**config.mk**
```make
export PLATFORM = sky130hd
export DESIGN_NAME = multiturn_encoder_unwrap_estimator_flat
export DESIGN_NICKNAME = d
export VERILOG_FILES = /design/src/sv/mtu_pkg.sv /design/src/sv/mtu_ifs.sv /design/src/sv/mtu_update.sv /design/src/sv/mtu_result.sv /design/src/sv/multiturn_encoder_unwrap_estimator.sv /design/src/flat_wrapper.sv
export SDC_FILE = /design/constraint.sdc
export NUM_CORES = 2
export LEC_CHECK = 0
export ABC_AREA = 1
export BUFFER_PORTS_ARGS = -buffer_cell sky130_fd_sc_hd__buf_2
export CORE_ASPECT_RATIO = 0.5
export CORE_MARGIN = 4
export CORE_UTILIZATION = 56
export CTS_CLUSTER_SIZE = 20
export DETAILED_ROUTE_END_ITERATION = 8
export PLACE_DENSITY = 0.86
export SYNTH_ARGS = -nofsm -noshare
export SYNTH_HDL_FRONTEND = slang
export SYNTH_HIERARCHICAL = 1
export SYNTH_SLANG_ARGS = --single-unit
```
**constraint.sdc**
```tcl
create_clock -name clk -period 11.28 [get_ports clk]
set_input_delay 1.128 -clock clk [delete_from_list [all_inputs] [get_ports clk]]
set_output_delay 1.128 -clock clk [all_outputs]
set_load 0.03 [all_outputs]
```
**src/sv/mtu_pkg.sv**
```systemverilog
// -----------------------------------------------------------------------------
// mtu_pkg
// Shared types and constants of the multi-turn unwrap and velocity estimator.
// -----------------------------------------------------------------------------
package mtu_pkg;

	localparam int DEF_ACC_WIDTH  = 40;
	localparam int DEF_RAW_BITS   = 12;
	localparam int RAW_WORD_WIDTH = 16;
	localparam int ALPHA_WIDTH    = 17;
	localparam int FRAC_BITS      = 16;
	localparam int CFG_IDX_WIDTH  = 1;
	localparam int CFG_DATA_WIDTH = ALPHA_WIDTH;
	localparam int FAULT_WIDTH    = 3;

	localparam logic [ALPHA_WIDTH-1:0] ALPHA_ONE = ALPHA_WIDTH'(1) << FRAC_BITS;

	typedef enum logic [FAULT_WIDTH-1:0] {
		FAULT_NONE     = 3'd0,
		FAULT_BUS      = 3'd1,
		FAULT_MAG_LOST = 3'd2,
		FAULT_WEAK     = 3'd3,
		FAULT_STRONG   = 3'd4
	} fault_t;

	typedef enum logic [CFG_IDX_WIDTH-1:0] {
		CFG_INVERT = 1'b0,
		CFG_WEIGHT = 1'b1
	} cfg_reg_t;

	typedef enum logic {
		ACT_SAMPLE = 1'b0,
		ACT_CLEAR  = 1'b1
	} action_t;

	typedef struct packed {
		logic                      action;
		logic [RAW_WORD_WIDTH-1:0] raw_angle;
		logic                      bus_ok;
		logic                      mag_present;
		logic                      mag_low;
		logic                      mag_high;
	} sample_t;

	typedef struct packed {
		fault_t fault;
		logic   seeded;
	} status_t;

endpackage

```
**src/sv/mtu_ifs.sv**
```systemverilog
// -----------------------------------------------------------------------------
// mtu_ifs
// Valid/ready channels: incoming sensor samples and outgoing estimates.
// -----------------------------------------------------------------------------
interface mtu_in_if;
	logic                               valid;
	logic                               ready;
	logic                               action;
	logic [mtu_pkg::RAW_WORD_WIDTH-1:0] raw_angle;
	logic                               bus_ok;
	logic                               mag_present;
	logic                               mag_low;
	logic                               mag_high;

	modport source (output valid, action, raw_angle, bus_ok, mag_present,
		mag_low, mag_high, input ready);
	modport sink (input valid, action, raw_angle, bus_ok, mag_present,
		mag_low, mag_high, output ready);
endinterface

interface mtu_out_if #(
	parameter int ACC_WIDTH = mtu_pkg::DEF_ACC_WIDTH,
	parameter int RAW_BITS  = mtu_pkg::DEF_RAW_BITS
);
	logic                                  valid;
	logic                                  ready;
	logic [mtu_pkg::FAULT_WIDTH-1:0]       fault_code;
	logic signed [ACC_WIDTH-1:0]           pos_count;
	logic signed [ACC_WIDTH-RAW_BITS-1:0]  turns;
	logic signed [RAW_BITS+16:0]           velocity;
	logic                                  seeded;

	modport source (output valid, fault_code, pos_count, turns, velocity, seeded,
		input ready);
	modport sink (input valid, fault_code, pos_count, turns, velocity, seeded,
		output ready);
endinterface

```
**src/sv/mtu_update.sv**
```systemverilog
// -----------------------------------------------------------------------------
// mtu_update
// Next-state logic for one sample: fault classification, shortest-path unwrap,
// saturating count and the Q16 velocity IIR.
// -----------------------------------------------------------------------------
module mtu_update #(
	parameter int ACC_WIDTH = mtu_pkg::DEF_ACC_WIDTH,
	parameter int RAW_BITS  = mtu_pkg::DEF_RAW_BITS
) (
	input  mtu_pkg::sample_t                   item,
	input  logic                               invert,
	input  logic [mtu_pkg::ALPHA_WIDTH-1:0]    filt_weight,
	input  mtu_pkg::status_t                   status_q,
	input  logic [RAW_BITS-1:0]                prev_q,
	input  logic signed [ACC_WIDTH-1:0]        acc_q,
	input  logic signed [RAW_BITS+16:0]        vel_q,
	output mtu_pkg::status_t                   status_d,
	output logic [RAW_BITS-1:0]                prev_d,
	output logic signed [ACC_WIDTH-1:0]        acc_d,
	output logic signed [RAW_BITS+16:0]        vel_d
);
	import mtu_pkg::*;

	localparam int DW   = RAW_BITS + 1;
	localparam int VW   = RAW_BITS + 17;
	localparam int DIFW = VW + 1;
	localparam int PW   = DIFW + ALPHA_WIDTH + 1;
	localparam int SW   = VW + 4;
	localparam logic signed [RAW_BITS+1:0] HALF = (RAW_BITS+2)'(1) << (RAW_BITS - 1);
	localparam logic signed [RAW_BITS+1:0] FULL = (RAW_BITS+2)'(1) << RAW_BITS;

	fault_t                      fault;
	logic [RAW_BITS-1:0]         r;
	logic signed [RAW_BITS+1:0]  d_raw;
	logic signed [RAW_BITS+1:0]  d_wrap;
	logic signed [DW-1:0]        delta;
	logic signed [DW-1:0]        delta_dir;
	logic signed [ACC_WIDTH:0]   acc_sum;
	logic signed [ACC_WIDTH-1:0] acc_sat;
	logic signed [VW-1:0]        rawvel;
	logic signed [DIFW-1:0]      diff;
	logic signed [PW-1:0]        prod;
	logic signed [PW-1:0]        prod_sh;
	logic signed [SW-1:0]        vsum;
	logic signed [VW-1:0]        vel_new;

	always_comb begin
		priority if (!item.bus_ok) begin
			fault = FAULT_BUS;
		end else if (!item.mag_present) begin
			fault = FAULT_MAG_LOST;
		end else if (item.mag_low) begin
			fault = FAULT_WEAK;
		end else if (item.mag_high) begin
			fault = FAULT_STRONG;
		end else begin
			fault = FAULT_NONE;
		end
	end

	// shortest path; an exact half revolution keeps its sign
	assign r     = item.raw_angle[RAW_BITS-1:0];
	assign d_raw = $signed({2'b00, r}) - $signed({2'b00, prev_q});

	always_comb begin
		priority if (d_raw > HALF) begin
			d_wrap = d_raw - FULL;
		end else if (d_raw < -HALF) begin
			d_wrap = d_raw + FULL;
		end else begin
			d_wrap = d_raw;
		end
	end

	assign delta     = d_wrap[DW-1:0];
	assign delta_dir = invert ? -delta : delta;

	assign acc_sum = (ACC_WIDTH+1)'(acc_q) + (ACC_WIDTH+1)'(delta_dir);

	always_comb begin
		if (acc_sum[ACC_WIDTH] != acc_sum[ACC_WIDTH-1]) begin
			acc_sat = acc_sum[ACC_WIDTH] ? {1'b1, {(ACC_WIDTH-1){1'b0}}}
				: {1'b0, {(ACC_WIDTH-1){1'b1}}};
		end else begin
			acc_sat = acc_sum[ACC_WIDTH-1:0];
		end
	end

	// v += (alpha * (delta<<16 - v)) >>> 16, floor rounding
	assign rawvel  = {delta_dir, {FRAC_BITS{1'b0}}};
	assign diff    = DIFW'(rawvel) - DIFW'(vel_q);
	assign prod    = PW'($signed({1'b0, filt_weight})) * PW'(diff);
	assign prod_sh = prod >>> FRAC_BITS;
	assign vsum    = SW'(vel_q) + prod_sh[SW-1:0];

	always_comb begin
		if (!(&vsum[SW-1:VW-1]) && (|vsum[SW-1:VW-1])) begin
			vel_new = vsum[SW-1] ? {1'b1, {(VW-1){1'b0}}} : {1'b0, {(VW-1){1'b1}}};
		end else begin
			vel_new = vsum[VW-1:0];
		end
	end

	always_comb begin
		status_d = status_q;
		prev_d   = prev_q;
		acc_d    = acc_q;
		vel_d    = vel_q;
		if (item.action == ACT_CLEAR) begin
			status_d.seeded = 1'b0;
			acc_d           = '0;
			vel_d           = '0;
		end else begin
			status_d.fault = fault;
			if (fault == FAULT_BUS || fault == FAULT_MAG_LOST) begin
				vel_d = '0;
			end else if (!status_q.seeded) begin
				status_d.seeded = 1'b1;
				prev_d          = r;
				acc_d           = '0;
				vel_d           = '0;
			end else begin
				prev_d = r;
				acc_d  = acc_sat;
				vel_d  = vel_new;
			end
		end
	end

endmodule

```
**src/sv/mtu_result.sv**
```systemverilog
// -----------------------------------------------------------------------------
// mtu_result
// Result stage: valid flag over the estimator state, turn count derivation and
// the outgoing channel.
// -----------------------------------------------------------------------------
module mtu_result #(
	parameter int ACC_WIDTH = mtu_pkg::DEF_ACC_WIDTH,
	parameter int RAW_BITS  = mtu_pkg::DEF_RAW_BITS
) (
	input  logic                        clk,
	input  logic                        arst_n,
	input  logic                        load,
	output logic                        free,
	input  mtu_pkg::status_t            status_q,
	input  logic signed [ACC_WIDTH-1:0] acc_q,
	input  logic signed [RAW_BITS+16:0] vel_q,
	mtu_out_if.source                   res
);
	import mtu_pkg::*;

	localparam logic [ACC_WIDTH-1:0] ROUND = {{(ACC_WIDTH-RAW_BITS){1'b0}}, {RAW_BITS{1'b1}}};

	logic                 valid_q;
	logic [ACC_WIDTH-1:0] acc_adj;

	always_ff @(posedge clk or negedge arst_n) begin
		if (!arst_n) begin
			valid_q <= 1'b0;
		end else if (load) begin
			valid_q <= 1'b1;
		end else if (res.ready) begin
			valid_q <= 1'b0;
		end
	end

	assign free = !valid_q || res.ready;

	// bias negative counts so the shift truncates toward zero
	assign acc_adj = acc_q[ACC_WIDTH-1] ? acc_q + ROUND : acc_q;

	assign res.valid      = valid_q;
	assign res.fault_code = status_q.fault;
	assign res.seeded     = status_q.seeded;
	assign res.pos_count  = acc_q;
	assign res.turns      = acc_adj[ACC_WIDTH-1:RAW_BITS];
	assign res.velocity   = vel_q;

endmodule

```
**src/sv/multiturn_encoder_unwrap_estimator.sv**
```systemverilog
// -----------------------------------------------------------------------------
// multiturn_encoder_unwrap_estimator
// Turns a stream of absolute angle samples into a multi-turn position and a
// filtered velocity. Each transaction on the sample channel is registered,
// then classified, unwrapped, accumulated and filtered by combinational logic,
// and produces exactly one transaction on the result channel. One sample is
// taken every clock cycle while the result channel keeps up; the estimate
// passes through the input register and then the state register, which
// presents it. The rate is set by the update loop through the unwrap, the
// saturating count and the 17 x (RAW_BITS+18) bit IIR multiplier. A stalled
// result holds the update; one more sample is then taken into the input
// register before the sample channel stalls too. The estimator state itself
// is the result register, so the reported values are the state after that
// sample. The invert and smoothing weight registers must only be written
// while no transaction is in flight.
// -----------------------------------------------------------------------------
module multiturn_encoder_unwrap_estimator #(
	parameter int ACC_WIDTH = mtu_pkg::DEF_ACC_WIDTH,
	parameter int RAW_BITS  = mtu_pkg::DEF_RAW_BITS
) (
	input  logic                                clk,
	input  logic                                arst_n,
	mtu_in_if.sink                              sample,
	mtu_out_if.source                           result,
	input  logic                                cfg_we,
	input  logic [mtu_pkg::CFG_IDX_WIDTH-1:0]   cfg_index,
	input  logic [mtu_pkg::CFG_DATA_WIDTH-1:0]  cfg_data
);
	import mtu_pkg::*;

	logic                        invert_q;
	logic [ALPHA_WIDTH-1:0]      weight_q;
	sample_t                     item_s1;
	logic                        valid_s1;
	logic                        advance;
	logic                        res_free;
	status_t                     status_q;
	status_t                     status_d;
	logic [RAW_BITS-1:0]         prev_q;
	logic [RAW_BITS-1:0]         prev_d;
	logic signed [ACC_WIDTH-1:0] acc_q;
	logic signed [ACC_WIDTH-1:0] acc_d;
	logic signed [RAW_BITS+16:0] vel_q;
	logic signed [RAW_BITS+16:0] vel_d;

	always_ff @(posedge clk or negedge arst_n) begin
		if (!arst_n) begin
			invert_q <= 1'b0;
			weight_q <= ALPHA_ONE;
		end else if (cfg_we) begin
			unique case (cfg_reg_t'(cfg_index))
				CFG_INVERT: invert_q <= cfg_data[0];
				CFG_WEIGHT: weight_q <= cfg_data[ALPHA_WIDTH-1:0];
			endcase
		end
	end

	assign advance      = valid_s1 && res_free;
	assign sample.ready = !valid_s1 || res_free;

	always_ff @(posedge clk or negedge arst_n) begin
		if (!arst_n) begin
			valid_s1 <= 1'b0;
		end else if (sample.ready) begin
			valid_s1 <= sample.valid;
		end
	end

	always_ff @(posedge clk) begin
		if (sample.valid && sample.ready) begin
			item_s1 <= '{action: sample.action, raw_angle: sample.raw_angle,
				bus_ok: sample.bus_ok, mag_present: sample.mag_present,
				mag_low: sample.mag_low, mag_high: sample.mag_high};
		end
	end

	mtu_update #(.ACC_WIDTH(ACC_WIDTH), .RAW_BITS(RAW_BITS)) u_update (
		.item        (item_s1),
		.invert      (invert_q),
		.filt_weight (weight_q),
		.status_q    (status_q),
		.prev_q      (prev_q),
		.acc_q       (acc_q),
		.vel_q       (vel_q),
		.status_d    (status_d),
		.prev_d      (prev_d),
		.acc_d       (acc_d),
		.vel_d       (vel_d)
	);

	// estimator state doubles as the result payload
	always_ff @(posedge clk or negedge arst_n) begin
		if (!arst_n) begin
			status_q <= '{fault: FAULT_NONE, seeded: 1'b0};
			prev_q   <= '0;
			acc_q    <= '0;
			vel_q    <= '0;
		end else if (advance) begin
			status_q <= status_d;
			prev_q   <= prev_d;
			acc_q    <= acc_d;
			vel_q    <= vel_d;
		end
	end

	mtu_result #(.ACC_WIDTH(ACC_WIDTH), .RAW_BITS(RAW_BITS)) u_result (
		.clk      (clk),
		.arst_n   (arst_n),
		.load     (advance),
		.free     (res_free),
		.status_q (status_q),
		.acc_q    (acc_q),
		.vel_q    (vel_q),
		.res      (result)
	);

endmodule

```
**src/flat_wrapper.sv**
```systemverilog
// flat-port wrapper written by rule: the top's interface ports become plain ports
module multiturn_encoder_unwrap_estimator_flat import mtu_pkg::*;
#(
	parameter int ACC_WIDTH = mtu_pkg::DEF_ACC_WIDTH,
	parameter int RAW_BITS  = mtu_pkg::DEF_RAW_BITS
)
  (clk, arst_n, cfg_we, cfg_index, cfg_data, sample_valid, sample_action, sample_raw_angle, sample_bus_ok, sample_mag_present, sample_mag_low, sample_mag_high, sample_ready, result_valid, result_fault_code, result_pos_count, result_turns, result_velocity, result_seeded, result_ready);
  mtu_in_if sample_i ();
  mtu_out_if #(.ACC_WIDTH(ACC_WIDTH), .RAW_BITS(RAW_BITS)) result_i ();
  input  logic clk;
  input  logic arst_n;
  input  logic cfg_we;
  input  logic [mtu_pkg::CFG_IDX_WIDTH-1:0] cfg_index;
  input  logic [mtu_pkg::CFG_DATA_WIDTH-1:0] cfg_data;
  input wire logic [$bits(sample_i.valid)-1:0] sample_valid;
  input wire logic [$bits(sample_i.action)-1:0] sample_action;
  input wire logic [$bits(sample_i.raw_angle)-1:0] sample_raw_angle;
  input wire logic [$bits(sample_i.bus_ok)-1:0] sample_bus_ok;
  input wire logic [$bits(sample_i.mag_present)-1:0] sample_mag_present;
  input wire logic [$bits(sample_i.mag_low)-1:0] sample_mag_low;
  input wire logic [$bits(sample_i.mag_high)-1:0] sample_mag_high;
  output wire logic [$bits(sample_i.ready)-1:0] sample_ready;
  output wire logic [$bits(result_i.valid)-1:0] result_valid;
  output wire logic [$bits(result_i.fault_code)-1:0] result_fault_code;
  output wire logic [$bits(result_i.pos_count)-1:0] result_pos_count;
  output wire logic [$bits(result_i.turns)-1:0] result_turns;
  output wire logic [$bits(result_i.velocity)-1:0] result_velocity;
  output wire logic [$bits(result_i.seeded)-1:0] result_seeded;
  input wire logic [$bits(result_i.ready)-1:0] result_ready;
  assign sample_i.valid = sample_valid;
  assign sample_i.action = sample_action;
  assign sample_i.raw_angle = sample_raw_angle;
  assign sample_i.bus_ok = sample_bus_ok;
  assign sample_i.mag_present = sample_mag_present;
  assign sample_i.mag_low = sample_mag_low;
  assign sample_i.mag_high = sample_mag_high;
  assign sample_ready = sample_i.ready;
  assign result_valid = result_i.valid;
  assign result_fault_code = result_i.fault_code;
  assign result_pos_count = result_i.pos_count;
  assign result_turns = result_i.turns;
  assign result_velocity = result_i.velocity;
  assign result_seeded = result_i.seeded;
  assign result_i.ready = result_ready;
  multiturn_encoder_unwrap_estimator #(.ACC_WIDTH(ACC_WIDTH), .RAW_BITS(RAW_BITS)) u_core (.clk(clk), .arst_n(arst_n), .sample(sample_i), .result(result_i), .cfg_we(cfg_we), .cfg_index(cfg_index), .cfg_data(cfg_data));
endmodule
```
**Yosys cells after proc, flatten, opt, wreduce, memory -nomap -nowiden**

Index checks and enable logic that the tools add are counted.

- Output and inout port bits: 103
- Bits of input ports: 44
- Memories: 0
- Register bits after elaboration: 122
- Latch bits: 0
- Bits in writable memories: 0
- Logic and storage cells: 72
- ROM bits: 0

- Muxes and demuxes: 22
- Add/subtract/negate cells: 8
- $mul: 1
- Reduce and logical (&&, ||, !) cells: 17
- Div/mod/pow operators: 0
- Bitwise gates (word level): 3
- Shift-type cells: 0
- Magnitude comparators: 2
- Equal/unequal tests: 4

Operators by type and width:

| kind | count |
|---|---|
| $mux 40 | 6 |
| $mux 29 | 5 |
| $mul 18x30->48 | 1 |
| $add 40x13->41 | 1 |
| $add 40x12->40 const B | 1 |
| $mux 13 | 3 |
| $add 29x32->33 | 1 |
| $sub 29x29->30 | 1 |
| $add 13x13->13 const B | 1 |
| $gt 13x13->1 const B | 1 |
| $lt 13x12->1 const B | 1 |
| $neg 13->13 | 1 |
| $sub 12x12->13 | 1 |
| $sub 13x13->13 const B | 1 |
| $mux 3 | 4 |
| $reduce_and 2->1 | 4 |
| $reduce_and 5->1 | 1 |
| $reduce_or 5->1 | 1 |
| $mux 1 | 4 |
| $eq 3x1->1 const B | 1 |
| $eq 3x2->1 const B | 1 |
| $logic_and 1x1->1 | 3 |
| $logic_not 1->1 | 3 |
| $logic_or 1x1->1 | 3 |
| 5 further kinds | 7 |

**Logic depth before layout (Yosys ltp)**

- Depth after elaboration: 16
- Gate-level depth with buffers: 68

**Modules after synthesis**

Netlist, hierarchy kept.

Modules (own cells, without submodules):

| module | area each (um^2) | cells an instance | instances | sequential area each (um^2) |
|---|---|---|---|---|
| mtu_update | 26380.3 | 3812 | 1 | 0.0 |
| multiturn_encoder_unwrap_estimator | 4807.1 | 478 | 1 | 3234.4 |
| mtu_result | 1717.9 | 323 | 1 | 25.0 |

**Worst setup path before layout**

No wires, ideal clock.

- Kind: register to register
- Start: register u_core.prev_q[0]
- End: register u_core.vel_q[10]
- Data required time: 11.215 ns
- Library setup time: 0.065 ns
- Data arrival time: 11.417 ns
- Stages on the path, launching flop included: 59
- Path slack: -0.202 ns
- Path buffers: 3
- Path through: dfrtp_1 > ha_1 > fa_1 > ha_1 > nand3_1 > nor2_1 > nand2_1 > nor3_1 > nand3_1 > nand2_1 > nand2_1 > xnor2_1 > ha_1 > inv_1 > nor3_1 > and3_1 > nand3_1 > nand3_1 > [... 23 more ...] > inv_1 > ha_1 > inv_1 > o21bai_1 > a21boi_0 > nand2_1 > a21oi_1 > nand2_1 > nand2_1 > nand2_1 > nor2_2 > nand2_1 > nand2_1 > nand2_2 > buf_4 > a21oi_2 > nand3_1 > nand2_1

- Word-level cells in the longest chain between the ends: 16
- Elaborated cells between the ends (all ways): 21
- Classes of those cells: 6 x add/sub; 1 x mul; 2 x order compare; 8 x mux; 4 x reduce/logical

Ends and longest elaborated chain:

| item | line | RTL |
|---|---|---|
| from (decl) | multiturn_encoder_unwrap_estimator.sv:39 | `logic [RAW_BITS-1:0] prev_q;` |
| from (signal assigned) | multiturn_encoder_unwrap_estimator.sv:100 | `prev_q <= prev_d;` |
| $sub 12x12->13 (*) | mtu_update.sv:63 | `assign d_raw = $signed({2'b00, r}) - $signed({2'b00, prev_q});` |
| $add 13x13->13 / $lt 13x12->1 (equally long branches) | mtu_update.sv:69, mtu_update.sv:68 |  |
| $mux 13 | mtu_update.sv:68 | `end else if (d_raw < -HALF) begin` |
| $mux 13 (*) | mtu_update.sv:66 | `priority if (d_raw > HALF) begin` |
| $neg 13->13 | mtu_update.sv:76 | `assign delta_dir = invert ? -delta : delta;` |
| $mux 13 (*) | mtu_update.sv:76 |  |
| $sub 29x29->30 (*) | mtu_update.sv:91 | `assign diff = DIFW'(rawvel) - DIFW'(vel_q);` |
| $mul 18x30->48 (*) | mtu_update.sv:92 | `assign prod = PW'($signed({1'b0, filt_weight})) * PW'(diff);` |
| $add 29x32->33 (*) | mtu_update.sv:94 | `assign vsum = SW'(vel_q) + prod_sh[SW-1:0];` |
| $reduce_and 5->1 | mtu_update.sv:97 | `if (!(&vsum[SW-1:VW-1]) && (\|vsum[SW-1:VW-1])) begin` |
| $logic_not 1->1 | mtu_update.sv:97 |  |
| $logic_and 1x1->1 | mtu_update.sv:97 |  |
| $mux 29 (*) | mtu_update.sv:97 |  |
| $mux 29 (*) | mtu_update.sv:117 | `end else if (!status_q.seeded) begin` |
| $mux 29 (*) | mtu_update.sv:115 | `if (fault == FAULT_BUS \|\| fault == FAULT_MAG_LOST) begin` |
| $mux 29 (*) | mtu_update.sv:109 | `if (item.action == ACT_CLEAR) begin` |
| net u_core.vel_d[10] | multiturn_encoder_unwrap_estimator.sv:44 | `logic signed [RAW_BITS+16:0] vel_d;` |
| to (signal assigned) | multiturn_encoder_unwrap_estimator.sv:102 | `vel_q <= vel_d;` |
| to (decl) | multiturn_encoder_unwrap_estimator.sv:43 | `logic signed [RAW_BITS+16:0] vel_q;` |

The timed path passes the listed nets; every way through them passes the cells marked *.
A chain may end at the register's enable or synchronous reset.

**Final worst setup path**

- Start: register u_core.prev_q[0]
- End: register u_core.vel_q[15]

The elaborated chain is that of the path after synthesis.

==> qor.yml <==
post-dp-hpwl_um: 82900
crit_top_cell: "nand2_1"
rows: 62
postSynthNetCount: 5352
drt_first_pass_iters: 6
area_delta_synth_final_pct: 14.1
hold_violations: 0
period_needed_ns: 11.14
critPathMaxFanout: 7
wl_um: 109000
drv_slew: 0
reg2reg_from: "u_core/prev_q[0]$_DFFE_PN0P_"
drive_gt1_share_pct: 17.3
cp_slowest_cell: "fa_2"
layout_commonest_cell: "nand2_1"
vias_per_cell: 5.74
clkTransAtPathRegs_ns: 0.06
cts_buffers: 17
clk_root_buffer_cell: "clkbuf_16"
setup_ws_ns: 0.142
cts_htree_levels: 4
num-nets-final: 5578
clockBufferDepth: 2
gp_congestion: 0.994
yosysWarnings: 6
clock_skew_ns: 0.0142
num_vias: 32300
core-area_um2: 57600
worst_setup_path_end_kind: "register"
cp-start-kind: "register"
hold_path_class: "reg -> reg"
ant_nets: 0
die_w_um: 350
cap_viol_max_count: 0
cpPeakStageDelay_ns: 0.58
io_pins: 147
antenna_found_initial: 0
synth_area_um2: 32800
mostFrequentLayoutCells: "nand2_1 (1105), inv_1 (887), fa_1 (482), nor2_1 (401), nand3_1 (289)"
finalSetupViolations: 0
first_iter_violations: 3305
status: "finished, final reports clean"
tightest_slew_ns: 1.21
grt_pass1_wl_um: 164000
cts.sinks: 122
setup.worst_path.start: "u_core/prev_q[0]$_DFFE_PN0P_"
slew_headroom_pct: 19.1
wl_per_cell_um: 19.4
antenna_cells: 0
critPathRequiredTime_ns: 11.65
worstPathArrival_ns: 11.50
grt_start_max_net_pins: 87
worst-setup-path-type: "reg -> reg"
hp-start: "u_core/prev_q[5]$_DFFE_PN0P_"
portBuffers: 142
clock.fmax_ghz: 0.0898
finalCritPeriodShare_pct: 98.7
grt_usage_pct: 33.2
start_util_pct: 56.9
dieArea_um2: 62700
grt_pass1_vias: 31900
pre_cts_ws_ns: -0.0360
synth.avg_cell_area_um2: 7.11
clock_latency_ns: 0.45
synth_cells: 4609
drc: 0
grt_overflow_total: 0
fp.dieH_um: 179
cts_tree: "yes"
## area by class of cell
type	count	area [um2]
clock buffers	17	425
clock inverters	15	185
multi-input cells	3339	26200
repair buffers	427	3000
well taps	768	961
flip-flops and latches	122	3140
fillers	4602	20200
inverters	928	3500
## state kept, by name (all words and copies together), names as in the netlist
| signal | flops |
|---|---|
| u_core/item_s1 | 17 |
| u_core/invert_q | 1 |
| u_core/vel_q | 29 |
| u_core/acc_q | 40 |
| u_core/prev_q | 12 |
| u_core/weight_q | 17 |
| u_core/valid_s1 | 1 |
| u_core/status_q | 4 |
| u_core/u_result/res.valid | 1 |
## per-layer routing
metal / share of wire [%] / GRT usage (%) / vias up
met4: 5.6 / 14.3 / 0
met5: 0 / 0 / -
met1: 37 / 41.0 / 15400
met2: 46 / 55.6 / 1961
li1: - / - / 14400
met3: 11 / 8.54 / 458
## timing repair
item                                    in CTS  in global routing
hold endpoints to repair                     0                  0
buffers inserted                             0                 26
hold buffers                                 0                  0
pin swaps                                    0                100
gates resized for setup                      3                303
gates cloned                                 0                  5
endpoints found under the setup margin      28                 29
## final timing paths
check,endpoint,slack [ns],cells after the start
hold / removal,u_core/prev_q[5]$_DFFE_PN0P_,0.47,2
max in group asynchronous,u_core/weight_q[6]$_DFFE_PN0P_,9.32,2
setup reg to reg,u_core/vel_q[15]$_DFFE_PN0P_,0.14,57
setup / recovery,u_core/vel_q[15]$_DFFE_PN0P_,0.14,57
hold reg to reg,u_core/prev_q[5]$_DFFE_PN0P_,0.47,2
min in group asynchronous,u_core/acc_q[20]$_DFFE_PN0P_,0.69,1
## per-stage QoR
| stage | TNS [ns] | hold WS, ns | utilization (%) | instance area (um2) | instances |
|---|---|---|---|---|---|
| detailed placement | -0.141 | 0.460 | 60.9 | 35100 | 5553 |
| global placement | 0 | 0.453 | 60.9 | 35100 | 5553 |
| finish | 0 | 0.472 | 64.9 | 37400 | 5616 |
| floorplan | 0 | 0.440 | - | 32800 | 4609 |
| CTS | 0 | 0.475 | 62.0 | 35700 | 5585 |
| global route | -7.07 | 0.501 | 64.9 | 37400 | 5616 |
## worst max-delay path, delay by kind of cell, from the launching register on
family          cells  cell delay (ns)
simple gates       23             2.49
flops               1             0.39
xor+xnor            2             0.61
buf+inv            12             1.11
fa+ha+maj          12             4.96
compound gates      8             1.52
Power is not shown: default switching activity piles up to over one toggle a cycle in this logic, so the estimate is an artifact.
